**src/triggered_adc_capture_sequencer_macros.svh**
```systemverilog
// assertion macros for the triggered adc capture sequencer
`ifndef TRIGGERED_ADC_CAPTURE_SEQUENCER_MACROS_SVH
`define TRIGGERED_ADC_CAPTURE_SEQUENCER_MACROS_SVH

`ifndef NO_ASSERTIONS

`define TACS_ASSERT(lbl, prop) \
  lbl: assert property (@(posedge clk_i) disable iff (!rst_ni) prop) \
    else $error("tacs: property violated");

`define TACS_ASSERT_NEXT(lbl, ante, cons) \
  lbl: assert property (@(posedge clk_i) disable iff (!rst_ni) (ante) |=> (cons)) \
    else $error("tacs: next-cycle property violated");

`else

`define TACS_ASSERT(lbl, prop)

`define TACS_ASSERT_NEXT(lbl, ante, cons)

`endif

`endif

```
**src/tacs_pkg.sv**
```systemverilog
// types, codes and reset values shared by the capture sequencer
`timescale 1ns / 1ps

package tacs_pkg;

  localparam int unsigned BufferDepthDefault = 256;
  localparam int unsigned SensorSlotsDefault = 3;

  localparam int unsigned CfgIndexW = 3;
  localparam int unsigned CfgDataW  = 16;

  localparam logic [CfgIndexW-1:0] CFG_TRIGGER_THRESHOLD = 3'd0;
  localparam logic [CfgIndexW-1:0] CFG_MAX_TEST_TRIES    = 3'd1;
  localparam logic [CfgIndexW-1:0] CFG_CAPTURE_LENGTH    = 3'd2;
  localparam logic [CfgIndexW-1:0] CFG_OVERSAMPLE_COUNT  = 3'd3;
  localparam logic [CfgIndexW-1:0] CFG_THERMISTOR_SLOT   = 3'd4;
  localparam logic [CfgIndexW-1:0] CFG_HUMIDITY_SLOT     = 3'd5;

  localparam logic [1:0] REQ_SAMPLE = 2'd0;
  localparam logic [1:0] REQ_START  = 2'd1;
  localparam logic [1:0] REQ_ACK    = 2'd2;

  localparam logic [7:0] ByteMask = 8'hFF;

  typedef enum logic [2:0] {
    MODE_IDLE       = 3'd0,
    MODE_TESTING    = 3'd1,
    MODE_CONTINUOUS = 3'd2,
    MODE_UNSTABLE   = 3'd3,
    MODE_ONE_SHOT   = 3'd4,
    MODE_DONE       = 3'd5,
    MODE_ERROR      = 3'd6
  } mode_e;

  typedef struct packed {
    logic [9:0]  trigger_threshold;
    logic [15:0] max_test_tries;
    logic [15:0] capture_length;
    logic [6:0]  oversample_count;
    logic [2:0]  thermistor_slot;
    logic [2:0]  humidity_slot;
  } tacs_cfg_t;

  localparam tacs_cfg_t CFG_RESET = '{
    trigger_threshold: 10'd512,
    max_test_tries:    16'd1000,
    capture_length:    16'd200,
    oversample_count:  7'd16,
    thermistor_slot:   3'd1,
    humidity_slot:     3'd2
  };

  typedef struct packed {
    mode_e       mode;
    logic        started;
    logic [15:0] try_cnt;
    logic [15:0] timer;
    logic [15:0] interval;
    logic [47:0] ticks;
    logic [2:0]  slot;
    logic [7:0]  os_cnt;
    logic [15:0] therm;
    logic [15:0] hum;
  } tacs_state_t;

  localparam tacs_state_t STATE_RESET = '{
    mode:     MODE_IDLE,
    started:  1'b0,
    try_cnt:  16'd0,
    timer:    16'd0,
    interval: 16'd0,
    ticks:    48'd0,
    slot:     3'd0,
    os_cnt:   8'd0,
    therm:    16'd0,
    hum:      16'd0
  };

  typedef struct packed {
    logic [2:0]  mode;
    logic [2:0]  mux_slot;
    logic        buf_write;
    logic [7:0]  buf_index;
    logic [7:0]  buf_byte;
    logic [7:0]  capture_phase;
    logic [47:0] trigger_ticks_total;
    logic [15:0] thermistor_sum;
    logic [15:0] humidity_sum;
    logic        adc_disable;
    logic        capture_done_toggle;
  } tacs_result_t;

  localparam int unsigned OutDataW = 120;

endpackage

```
**src/triggered_adc_capture_sequencer.sv**
```systemverilog
// Triggered ADC capture sequencer, top level. One transfer in gives one result
// transfer out. A transfer is taken every clock cycle while the single result
// register is empty or its result is taken in the same cycle, so the sustained rate
// is one item per cycle, set by the state update loop from the sequencer registers
// through the step logic and back. Configuration is to be written through the cfg
// port only while no transfer is in flight; the block does not enforce this.
`timescale 1ns / 1ps
`include "triggered_adc_capture_sequencer_macros.svh"

module triggered_adc_capture_sequencer #(
  parameter int unsigned BUFFER_DEPTH = tacs_pkg::BufferDepthDefault,
  parameter int unsigned SENSOR_SLOTS = tacs_pkg::SensorSlotsDefault
) (
  input  logic                           clk_i,
  input  logic                           rst_ni,
  input  logic                           cfg_we_i,
  input  logic [tacs_pkg::CfgIndexW-1:0] cfg_index_i,
  input  logic [tacs_pkg::CfgDataW-1:0]  cfg_data_i,
  input  logic                           s_axis_tvalid,
  output logic                           s_axis_tready,
  input  logic [15:0]                    s_axis_tdata,  // adc_value
  input  logic [1:0]                     s_axis_tuser,  // req_type
  output logic                           m_axis_tvalid,
  input  logic                           m_axis_tready,
  // mode, mux_slot, buf_write, buf_index, buf_byte, capture_phase,
  // trigger_ticks_total, thermistor_sum, humidity_sum, adc_disable, capture_done_toggle
  output logic [tacs_pkg::OutDataW-1:0]  m_axis_tdata
);
  import tacs_pkg::*;

  localparam int unsigned PosW = $clog2(BUFFER_DEPTH);

  tacs_cfg_t    cfg_q;
  tacs_state_t  state_q, state_d;
  logic [PosW-1:0] wr_pos_q, wr_pos_d;
  tacs_result_t result;
  logic         out_valid_q;
  logic [OutDataW-1:0] out_data_q;
  logic         in_xfer;

  assign s_axis_tready = !out_valid_q || m_axis_tready;
  assign in_xfer       = s_axis_tvalid && s_axis_tready;

  always_ff @(posedge clk_i or negedge rst_ni) begin
    if (!rst_ni) begin
      cfg_q <= CFG_RESET;
    end else if (cfg_we_i) begin
      unique case (cfg_index_i)
        CFG_TRIGGER_THRESHOLD: cfg_q.trigger_threshold <= cfg_data_i[9:0];
        CFG_MAX_TEST_TRIES:    cfg_q.max_test_tries    <= cfg_data_i;
        CFG_CAPTURE_LENGTH:    cfg_q.capture_length    <= cfg_data_i;
        CFG_OVERSAMPLE_COUNT:  cfg_q.oversample_count  <= cfg_data_i[6:0];
        CFG_THERMISTOR_SLOT:   cfg_q.thermistor_slot   <= cfg_data_i[2:0];
        CFG_HUMIDITY_SLOT:     cfg_q.humidity_slot     <= cfg_data_i[2:0];
        default: ;
      endcase
    end
  end

  tacs_step #(
    .BUFFER_DEPTH(BUFFER_DEPTH),
    .SENSOR_SLOTS(SENSOR_SLOTS),
    .PosW        (PosW)
  ) u_step (
    .cfg_i      (cfg_q),
    .state_i    (state_q),
    .wr_pos_i   (wr_pos_q),
    .req_type_i (s_axis_tuser),
    .adc_value_i(s_axis_tdata[9:0]),
    .state_o    (state_d),
    .wr_pos_o   (wr_pos_d),
    .result_o   (result)
  );

  always_ff @(posedge clk_i or negedge rst_ni) begin
    if (!rst_ni) begin
      state_q  <= STATE_RESET;
      wr_pos_q <= '0;
    end else if (in_xfer) begin
      state_q  <= state_d;
      wr_pos_q <= wr_pos_d;
    end
  end

  always_ff @(posedge clk_i or negedge rst_ni) begin
    if (!rst_ni) begin
      out_valid_q <= 1'b0;
    end else if (s_axis_tready) begin
      out_valid_q <= s_axis_tvalid;
    end
  end

  always_ff @(posedge clk_i) begin
    if (in_xfer) begin
      out_data_q <= {7'd0,
                     result.capture_done_toggle,
                     result.adc_disable,
                     result.humidity_sum,
                     result.thermistor_sum,
                     result.trigger_ticks_total,
                     result.capture_phase,
                     result.buf_byte,
                     result.buf_index,
                     result.buf_write,
                     result.mux_slot,
                     result.mode};
    end
  end

  assign m_axis_tvalid = out_valid_q;
  assign m_axis_tdata  = out_data_q;

  // error is terminal
  `TACS_ASSERT_NEXT(a_error_sticky, state_q.mode == MODE_ERROR, state_q.mode == MODE_ERROR)
  // the capture timer runs only during continuous capture
  `TACS_ASSERT(a_timer_in_cont, state_q.timer != 16'd0 |-> state_q.mode == MODE_CONTINUOUS)
  // nothing leaves idle before the first start pulse
  `TACS_ASSERT(a_idle_until_start, !state_q.started |-> state_q.mode == MODE_IDLE)
  // a capture-done result always leaves the block settling on slot 1
  `TACS_ASSERT(a_done_to_unstable,
    out_valid_q && out_data_q[112] |-> out_data_q[2:0] == MODE_UNSTABLE && out_data_q[5:3] == 3'd1)

endmodule

```
**src/tacs_step.sv**
```systemverilog
// next-state and result logic for one transfer of the capture sequencer
`timescale 1ns / 1ps

module tacs_step #(
  parameter int unsigned BUFFER_DEPTH = tacs_pkg::BufferDepthDefault,
  parameter int unsigned SENSOR_SLOTS = tacs_pkg::SensorSlotsDefault,
  parameter int unsigned PosW         = $clog2(BUFFER_DEPTH)
) (
  input  tacs_pkg::tacs_cfg_t    cfg_i,
  input  tacs_pkg::tacs_state_t  state_i,
  input  logic [PosW-1:0]        wr_pos_i,
  input  logic [1:0]             req_type_i,
  input  logic [9:0]             adc_value_i,
  output tacs_pkg::tacs_state_t  state_o,
  output logic [PosW-1:0]        wr_pos_o,
  output tacs_pkg::tacs_result_t result_o
);
  import tacs_pkg::*;

  localparam logic [PosW-1:0] LastPos = PosW'(BUFFER_DEPTH - 1);

  function automatic logic [PosW-1:0] pos_inc(input logic [PosW-1:0] p);
    pos_inc = (p == LastPos) ? '0 : p + 1'b1;
  endfunction

  logic [15:0] timer_inc;
  logic [15:0] interval_inc;
  logic [7:0]  os_inc;
  logic [3:0]  slot_inc;

  assign timer_inc    = state_i.timer + 16'd1;
  assign interval_inc = state_i.interval + 16'd1;
  assign os_inc       = state_i.os_cnt + 8'd1;
  assign slot_inc     = {1'b0, state_i.slot} + 4'd1;

  always_comb begin
    state_o                     = state_i;
    wr_pos_o                    = wr_pos_i;
    result_o.buf_write          = 1'b0;
    result_o.buf_index          = 8'd0;
    result_o.buf_byte           = 8'd0;
    result_o.capture_done_toggle = 1'b0;

    unique case (req_type_i)
      REQ_SAMPLE: begin
        if (state_i.started && state_i.mode != MODE_ERROR) begin
          state_o.interval = interval_inc;
          unique case (state_i.mode)
            MODE_TESTING: begin
              if (adc_value_i > cfg_i.trigger_threshold) begin
                state_o.mode = MODE_IDLE;
              end else if (state_i.try_cnt < cfg_i.max_test_tries) begin
                state_o.try_cnt = state_i.try_cnt + 16'd1;
              end else begin
                state_o.mode = MODE_ERROR;
              end
            end
            MODE_CONTINUOUS: begin
              if (state_i.timer != 16'd0) begin
                state_o.timer = timer_inc;
                if (timer_inc == cfg_i.capture_length) begin
                  state_o.timer                = 16'd0;
                  state_o.slot                 = 3'd1;
                  state_o.therm                = 16'd0;
                  state_o.hum                  = 16'd0;
                  state_o.mode                 = MODE_UNSTABLE;
                  result_o.capture_done_toggle = 1'b1;
                end
              end else if (adc_value_i <= cfg_i.trigger_threshold) begin
                state_o.ticks    = state_i.ticks + {32'd0, interval_inc};
                state_o.interval = 16'd0;
                state_o.timer    = 16'd1;
              end
              wr_pos_o           = pos_inc(wr_pos_i);
              result_o.buf_write = 1'b1;
              result_o.buf_index = 8'(wr_pos_o);
              result_o.buf_byte  = adc_value_i[7:0] & ByteMask;
            end
            MODE_UNSTABLE: begin
              state_o.mode = MODE_ONE_SHOT;
            end
            MODE_ONE_SHOT: begin
              if (state_i.slot == cfg_i.thermistor_slot) begin
                state_o.therm = state_i.therm + {6'd0, adc_value_i};
              end else if (state_i.slot == cfg_i.humidity_slot) begin
                state_o.hum = state_i.hum + {6'd0, adc_value_i};
              end
              state_o.os_cnt = os_inc;
              if (os_inc >= {1'b0, cfg_i.oversample_count}) begin
                state_o.os_cnt = 8'd0;
                if (slot_inc >= 4'(SENSOR_SLOTS)) begin
                  state_o.mode = MODE_DONE;
                  state_o.slot = 3'd0;
                end else begin
                  state_o.slot = slot_inc[2:0];
                  state_o.mode = MODE_UNSTABLE;
                end
              end
            end
            default: ;
          endcase
        end
      end
      REQ_START: begin
        if (!state_i.started) begin
          state_o.started = 1'b1;
          wr_pos_o        = '0;
          state_o.timer   = 16'd0;
          state_o.mode    = MODE_TESTING;
          state_o.slot    = 3'd0;
          state_o.try_cnt = 16'd0;
        end
      end
      REQ_ACK: begin
        if ((state_i.mode == MODE_IDLE || state_i.mode == MODE_DONE) && state_i.started) begin
          state_o.mode = MODE_CONTINUOUS;
        end
      end
      default: ;
    endcase

    result_o.mode                = state_o.mode;
    result_o.mux_slot            = state_o.slot;
    result_o.capture_phase       = 8'(pos_inc(wr_pos_o));
    result_o.trigger_ticks_total = state_o.ticks;
    result_o.thermistor_sum      = state_o.therm;
    result_o.humidity_sum        = state_o.hum;
    result_o.adc_disable         = (state_o.mode == MODE_ERROR);
  end

endmodule

```
**config.mk**
```make
export PLATFORM = sky130hd
export DESIGN_NAME = triggered_adc_capture_sequencer
export DESIGN_NICKNAME = d
export VERILOG_FILES = /design/src/tacs_pkg.sv /design/src/triggered_adc_capture_sequencer.sv /design/src/tacs_step.sv
export VERILOG_INCLUDE_DIRS = /design/src /design/src/src
export SDC_FILE = /design/constraint.sdc
export NUM_CORES = 1
export LEC_CHECK = 0
export BUFFER_PORTS_ARGS = -buffer_cell sky130_fd_sc_hd__clkbuf_2
export CAP_MARGIN = 0
export CORE_MARGIN = 2
export CORE_UTILIZATION = 55
export CTS_CLUSTER_SIZE = 14
export DETAILED_ROUTE_END_ITERATION = 8
export PLACE_DENSITY_LB_ADDON = 0.2
export SYNTH_ARGS = -nofsm -noshare
export SYNTH_HDL_FRONTEND = slang
export SYNTH_SLANG_ARGS = --single-unit
```
**constraint.sdc**
```tcl
create_clock -name clk_i -period 7.9 [get_ports clk_i]
set_input_delay 1.58 -clock clk_i [delete_from_list [all_inputs] [get_ports clk_i]]
set_output_delay 1.58 -clock clk_i [all_outputs]
set_load 0.1 [all_outputs]
```
==> results of run 1 <==
Yosys cell counts, drive strengths merged (6+ instances only):
| cell type | instances | share of area, % |
|---|---|---|
| o22a | 12 | 0.57 |
| and3 | 43 | 1.5 |
| a21o | 23 | 0.93 |
| and2 | 9 | 0.30 |
| o2bb2ai | 7 | 0.33 |
| xor2 | 102 | 4.8 |
| or2 | 11 | 0.37 |
| o22ai | 12 | 0.41 |
| or3 | 14 | 0.47 |
| dfstp | 13 | 1.8 |
| nor2b | 9 | 0.30 |
| nand4 | 40 | 1.4 |
| nand3 | 64 | 1.8 |
| ha | 76 | 5.1 |
| a21oi | 76 | 2.1 |
| xnor2 | 46 | 2.2 |
| nor2 | 103 | 2.1 |
| o31ai | 9 | 0.37 |
| a31oi | 32 | 1.1 |
| mux2 | 68 | 4.1 |
| inv | 82 | 1.7 |
| a22o | 19 | 0.90 |
| and4 | 10 | 0.47 |
| buf | 24 | 0.76 |
| clkbuf | 71 | 1.4 |
| a211oi | 23 | 0.96 |
| or4 | 14 | 0.59 |
| a32o | 12 | 0.65 |
| mux2i | 7 | 0.38 |
| nand3b | 8 | 0.32 |
| nand2b | 21 | 0.71 |
| nand4b | 6 | 0.28 |
| o21bai | 8 | 0.32 |
| o21a | 12 | 0.49 |
| nand2 | 130 | 2.7 |
| o211ai | 26 | 1.1 |
| edfxtp | 113 | 18 |
| o21ai | 116 | 3.1 |
| a22oi | 9 | 0.37 |
| nor3 | 70 | 1.9 |
| nor4 | 17 | 0.61 |
| dfrtp | 194 | 26 |
per-stage QoR:
step	total power (uW)	hold slack [ns]
finish	4910	0.487
global route	5130	0.508
CTS	4930	0.480
detailed placement	3120	0.471
global placement	3100	0.466
floorplan	2880	0.450
metal layers:
metal | track usage [%] | wire (um)
met4 | 6.87 | 998
met2 | 39.8 | 20500
met3 | 3.60 | 2730
met5 | 0 | 0
met1 | 37.8 | 20900
power by group:
part           switching [uW]  internal [uW]  leakage, uW
Combinational             760            335      0.00484
Sequential                135           1880      0.00386
Clock                     697           1100     0.000631
worst paths after layout:
check | start | end | slack, ns | cells after the start
worst max-delay path | s_axis_tuser[1] | m_axis_tdata[26] | 3.49 | 11
max in group asynchronous | rst_ni | state_q[55] | 5.39 | 2
worst max register to register | state_q[107] | m_axis_tdata[80] | 3.57 | 8
worst min register to register | state_q[31] | state_q[31] | 0.49 | 1
worst min-delay path | state_q[31] | state_q[31] | 0.49 | 1
min in group asynchronous | rst_ni | state_q[128] | 1.08 | 1
cells by family (layout without fill, tap and decap cells):
group	count (synthesis)	count (layout)	synth area share, %
simple gates	584	584	16.5
compound gates	444	444	16.1
flops	320	320	46.4
buf+inv	178	319	3.88
xor+xnor	149	149	7.13
fa+ha+maj	79	79	5.46
mux	75	75	4.52
other cells	1	7	0.0203
state kept, by name (all words and copies together), names as in the netlist:
signal / count
m_axis_tdata: 113
state_q: 143
cfg_q: 55
m_axis_tvalid: 1
wr_pos_q: 8
worst max-delay path, cell delays in order:
cell	delay [ns]
clkbuf_2	0.19
nor2_1	0.57
nand2_1	0.44
clkinv_1	0.43
nand2_1	0.26
nor2_1	0.19
a21o_1	0.12
ha_1	0.23
nand3_1	0.12
nor3_1	0.43
nor2_1	0.11
layout make-up:
cell class / count / share of cell area (%)
multi-input cells: 1338 / 44.2
repair buffers: 168 / 4.28
inverters: 83 / 1.52
clock inverters: 20 / 1.34
flip-flops and latches: 320 / 41.1
well taps: 448 / 2.68
clock buffers: 48 / 4.82
==> reports/results.ini, run 1 <==
[sta]
slew_viol_final = 0
rsz0062_at_grt = no
fmax_ghz = 0.227
slew_headroom_pct = 28.1
setup_viol = 0
worst_slack_ns = 3.49
finalHoldViolations = 0
period_share_pct = 55.8
fin_skew_ns = 0.0168
tns_ns = 0
worstMarginPinSlew_ns = 1.08
min_period_ns = 4.41

[cts]
cts_sinks = 320
cts-root-buf = clkbuf_16
clockBufferDepth = 3
cts_tree = built
clock_latency_ns = 0.54
cts_hold_buf = 0
post_cts_resize_count = 0
cts_inserted_buffers = 37
htree_levels = 2
clkTransAtPathRegs_ns = 0.06
cts_setup_buffers = 0

[yosys]
yosys_warnings = 0
ys_ff_latch = 320
postSynthCellCount = 1830
synth.avg_cell_area_sq_um = 10.1
synth_area_sq_um = 18500
yosysSeqAreaShare_pct = 46.4
ys.flop_type = dfrtp_1
synth-edff-count = 113
ys_types = 85
synthArstFlopShare_pct = 64.7

[routing]
drc = 0
post_drt_wl_per_cell_um = 18.6
ant_nets = 0
drt_iter0_markers = 1153
dr.pass1.iters = 5
vias_per_cell = 6.05
vias = 14700
wirelength_um = 45100

[grt]
grt_max_degree = 84
antenna_found_initial = 0
grt_overflow = 0
first_global_vias = 14000
grt_pass1_wl_um = 73600
grt_usage_pct = 25.6

[outcome]
outcome = finished, final reports clean

[floorplan]
initial_utilization_pct = 55.5
core_sq_um = 33400
chipWidth_um = 187
fp.dieArea_sq_um = 35100
rows = 67
die_h_um = 187
pin_count = 164

[setup_path]
cp_max_fo = 16
crit_required_ns = 8.17
critPathKind = primary input to flop
critPathArrivalTime_ns = 4.68
critPathCaptureType = flop
startpoint_type = primary input

[power_and_ir_drop]
irDropWorstVdd_uv = 155
power_density_nw_per_um2 = 235
leakage_uw = 0.00933

[placed_design]
place_ws_ns = 2.96
gp_congestion = 0.873
port_buffers = 150
dp.cells = 2357
placed_area_sq_um = 19600
dp_hpwl_um = 31100

[cells_and_area]
register_area_sq_um = 8590
fin_cells = 2425
fill_cells = 2843
multiInputGateArea_sq_um = 9230
final_common_cell = dfrtp_1
final_core_util_pct = 62.6
drive_above_1_share_pct = 16.9
final_cell_mix = 194 x dfrtp_1, 149 x clkbuf_2, 129 x nand2_1, 114 x o21ai_0, 113 x edfxtp_1
area_growth_pct = 12.8
fin_area_sq_um = 20900
antenna_cells_inserted = 0
final_nets = 2069

[run]
maxCapViolations = 0

[worst_hold_path]
min_path_type = flop to flop

Power figures use the tool's default switching activity.
==> run 2: changes to the inputs <==
==> constraint.sdc (replaced) <==
create_clock -name clk_i -period 4.15 [get_ports clk_i]
set_input_delay 0.83 -clock clk_i [delete_from_list [all_inputs] [get_ports clk_i]]
set_output_delay 0.83 -clock clk_i [all_outputs]
set_load 0.1 [all_outputs]
==> run 2 against run 1 <==
  * Clock power grew 68%
  * Clock skew rose by 0.0029 ns
  * Wire length barely moved
  * Die area is the same
  * Sequential power increased by 89%
  * Critical endpoint is now state_q[15]
==> reports/results.ini, run 2 (synthesized netlist as in run 1, its figures left out) <==
[setup_path]
cp_max_fo = 18
critPathCaptureType = flop
crit_required_ns = 4.55
startpoint_type = flop
r2r-end = state_q[15]
crit_chain = ha_1, nand3_2, or4_1, and3_4, or4_4, o41ai_4, nand2_4, a221o_1
rrSetupSlack_ns = 0.41
crit_path_top_delay_cell = or4_1
crit_buf_inv = 0
rr_worst_depth = 8
cp_top_family = simple AND/OR/NAND/NOR gates
crit_start = state_q[107]
slowest_delay_ns = 0.62
critPathArrivalTime_ns = 4.14
critPathKind = flop to flop
rr_startpoint = state_q[107]

[outcome]
outcome = finished, final reports clean

[sta]
fin_skew_ns = 0.0197
fmax_ghz = 0.268
worstMarginPinSlew_ns = 1.05
tns_ns = 0
slew_headroom_pct = 29.7
finalHoldViolations = 0
min_period_ns = 3.74
worst_slack_ns = 0.413
setup_viol = 0
period_share_pct = 90.1
slew_viol_final = 0
rsz0062_at_grt = no

[routing]
drt_iter0_markers = 1114
wirelength_um = 45100
vias = 14600
post_drt_wl_per_cell_um = 18.5
vias_per_cell = 6.01
ant_nets = 0
drc = 0
dr.pass1.iters = 7

[cells_and_area]
regMostFlops = state_q
final_cell_mix = 194 x dfrtp_1, 149 x clkbuf_2, 129 x nand2_1, 114 x o21ai_0, 113 x edfxtp_1
final_nets = 2083
fin_cells = 2435
largest_reg_flops = 143
final_common_cell = dfrtp_1
antenna_cells_inserted = 0
drive_above_1_share_pct = 17.3
area_growth_pct = 12.6
fin_area_sq_um = 20800
fill_cells = 2859

[worst_hold_path]
min_path_type = primary input to async pin

[placed_design]
gp_congestion = 0.903
place_ws_ns = 0.484
port_buffers = 150
dp.cells = 2373
dp_hpwl_um = 31900
placed_area_sq_um = 19700

[cts]
cts_setup_buffers = 0
post_cts_resize_count = 0
clockBufferDepth = 3
htree_levels = 2
cts-root-buf = clkbuf_16
cts_hold_buf = 0
cts_sinks = 320
clkTransAtPathRegs_ns = 0.07
clock_latency_ns = 0.52
cts_tree = built
cts_inserted_buffers = 35

[floorplan]
die_h_um = 187
core_sq_um = 33400
initial_utilization_pct = 55.5
rows = 67
pin_count = 164
chipWidth_um = 187
fp.dieArea_sq_um = 35100

[grt]
grt_overflow = 0
antenna_found_initial = 2
grt_use_met1_pct = 37.4
busiest_layer = met2
grt_util_met2_pct = 39.3
grt_pass1_wl_um = 72300
use_met3_pct = 4.56
grt_max_degree = 92
grt_usage_pct = 25.4
first_global_vias = 13500

[power_and_ir_drop]
leakage_uw = 0.00932
p_switching_uw = 2990
internal-power_uw = 5980
clkPwrFrac_pct = 33.7
power_density_nw_per_um2 = 431
irDropWorstVdd_uv = 301
p_seq_share_pct = 42.4
p_sw_share_pct = 33.3
combPwrFrac_pct = 23.9

[run]
maxCapViolations = 0

-- run 2: power by group through the flow --
stage	combinational (uW)	sequential, uW	clock (uW)
finish	2140	3800	3030
global route	2340	3840	3200
CTS	2130	3800	3090
detailed placement	2120	3860	0
global placement	2070	3850	0
floorplan	1220	4250	0
-- run 2: layout make-up --
| cell class | instances | area [sq um] | area share (%) |
|---|---|---|---|
| clock buffer | 46 | 991 | 4.75 |
| clock inverter | 16 | 116 | 0.558 |
| inverter | 83 | 317 | 1.52 |
| multi-input combinational | 1338 | 9230 | 44.3 |
| sequential | 320 | 8590 | 41.2 |
| tap | 448 | 561 | 2.69 |
| timing repair buffer | 184 | 1040 | 4.99 |
-- run 2: worst max-delay path by stage --
| stage | cells past startpoint | slack [ns] | endpoint |
|---|---|---|---|
| after floorplan | 5 | 0.29 | m_axis_tdata[0] |
| after global placement | 15 | 0.52 | m_axis_tdata[66] |
| after detailed placement | 8 | 0.48 | state_q[15] |
| after CTS | 8 | 0.45 | state_q[15] |
| after global routing | 15 | 0.16 | m_axis_tdata[66] |
| final | 8 | 0.41 | state_q[15] |
-- run 2: routing by layer --
layer	up-vias	wire (um)
met2	434	20200
met1	7085	21000
met4	4	884
met3	70	3070
li1	7046	-
met5	-	23
-- run 2: worst register-to-register path: stages, from the launching register on --
cell and delay [ns]:
dfrtp_1 0.46, ha_1 0.35, nand3_2 0.21, or4_1 0.62
and3_4 0.23, or4_4 0.42, o41ai_4 0.59, nand2_4 0.31
a221o_1 0.43
-- run 2: through the flow --
stage | hold WS [ns] | total power, uW | utilization [%]
floorplan | 0.450 | 5470 | -
global placement | 0.466 | 5920 | 59.2
detailed placement | 0.480 | 5980 | 59.2
CTS | 0.337 | 9020 | 62.5
global route | 0.362 | 9380 | 62.5
finish | 0.298 | 8970 | 62.5
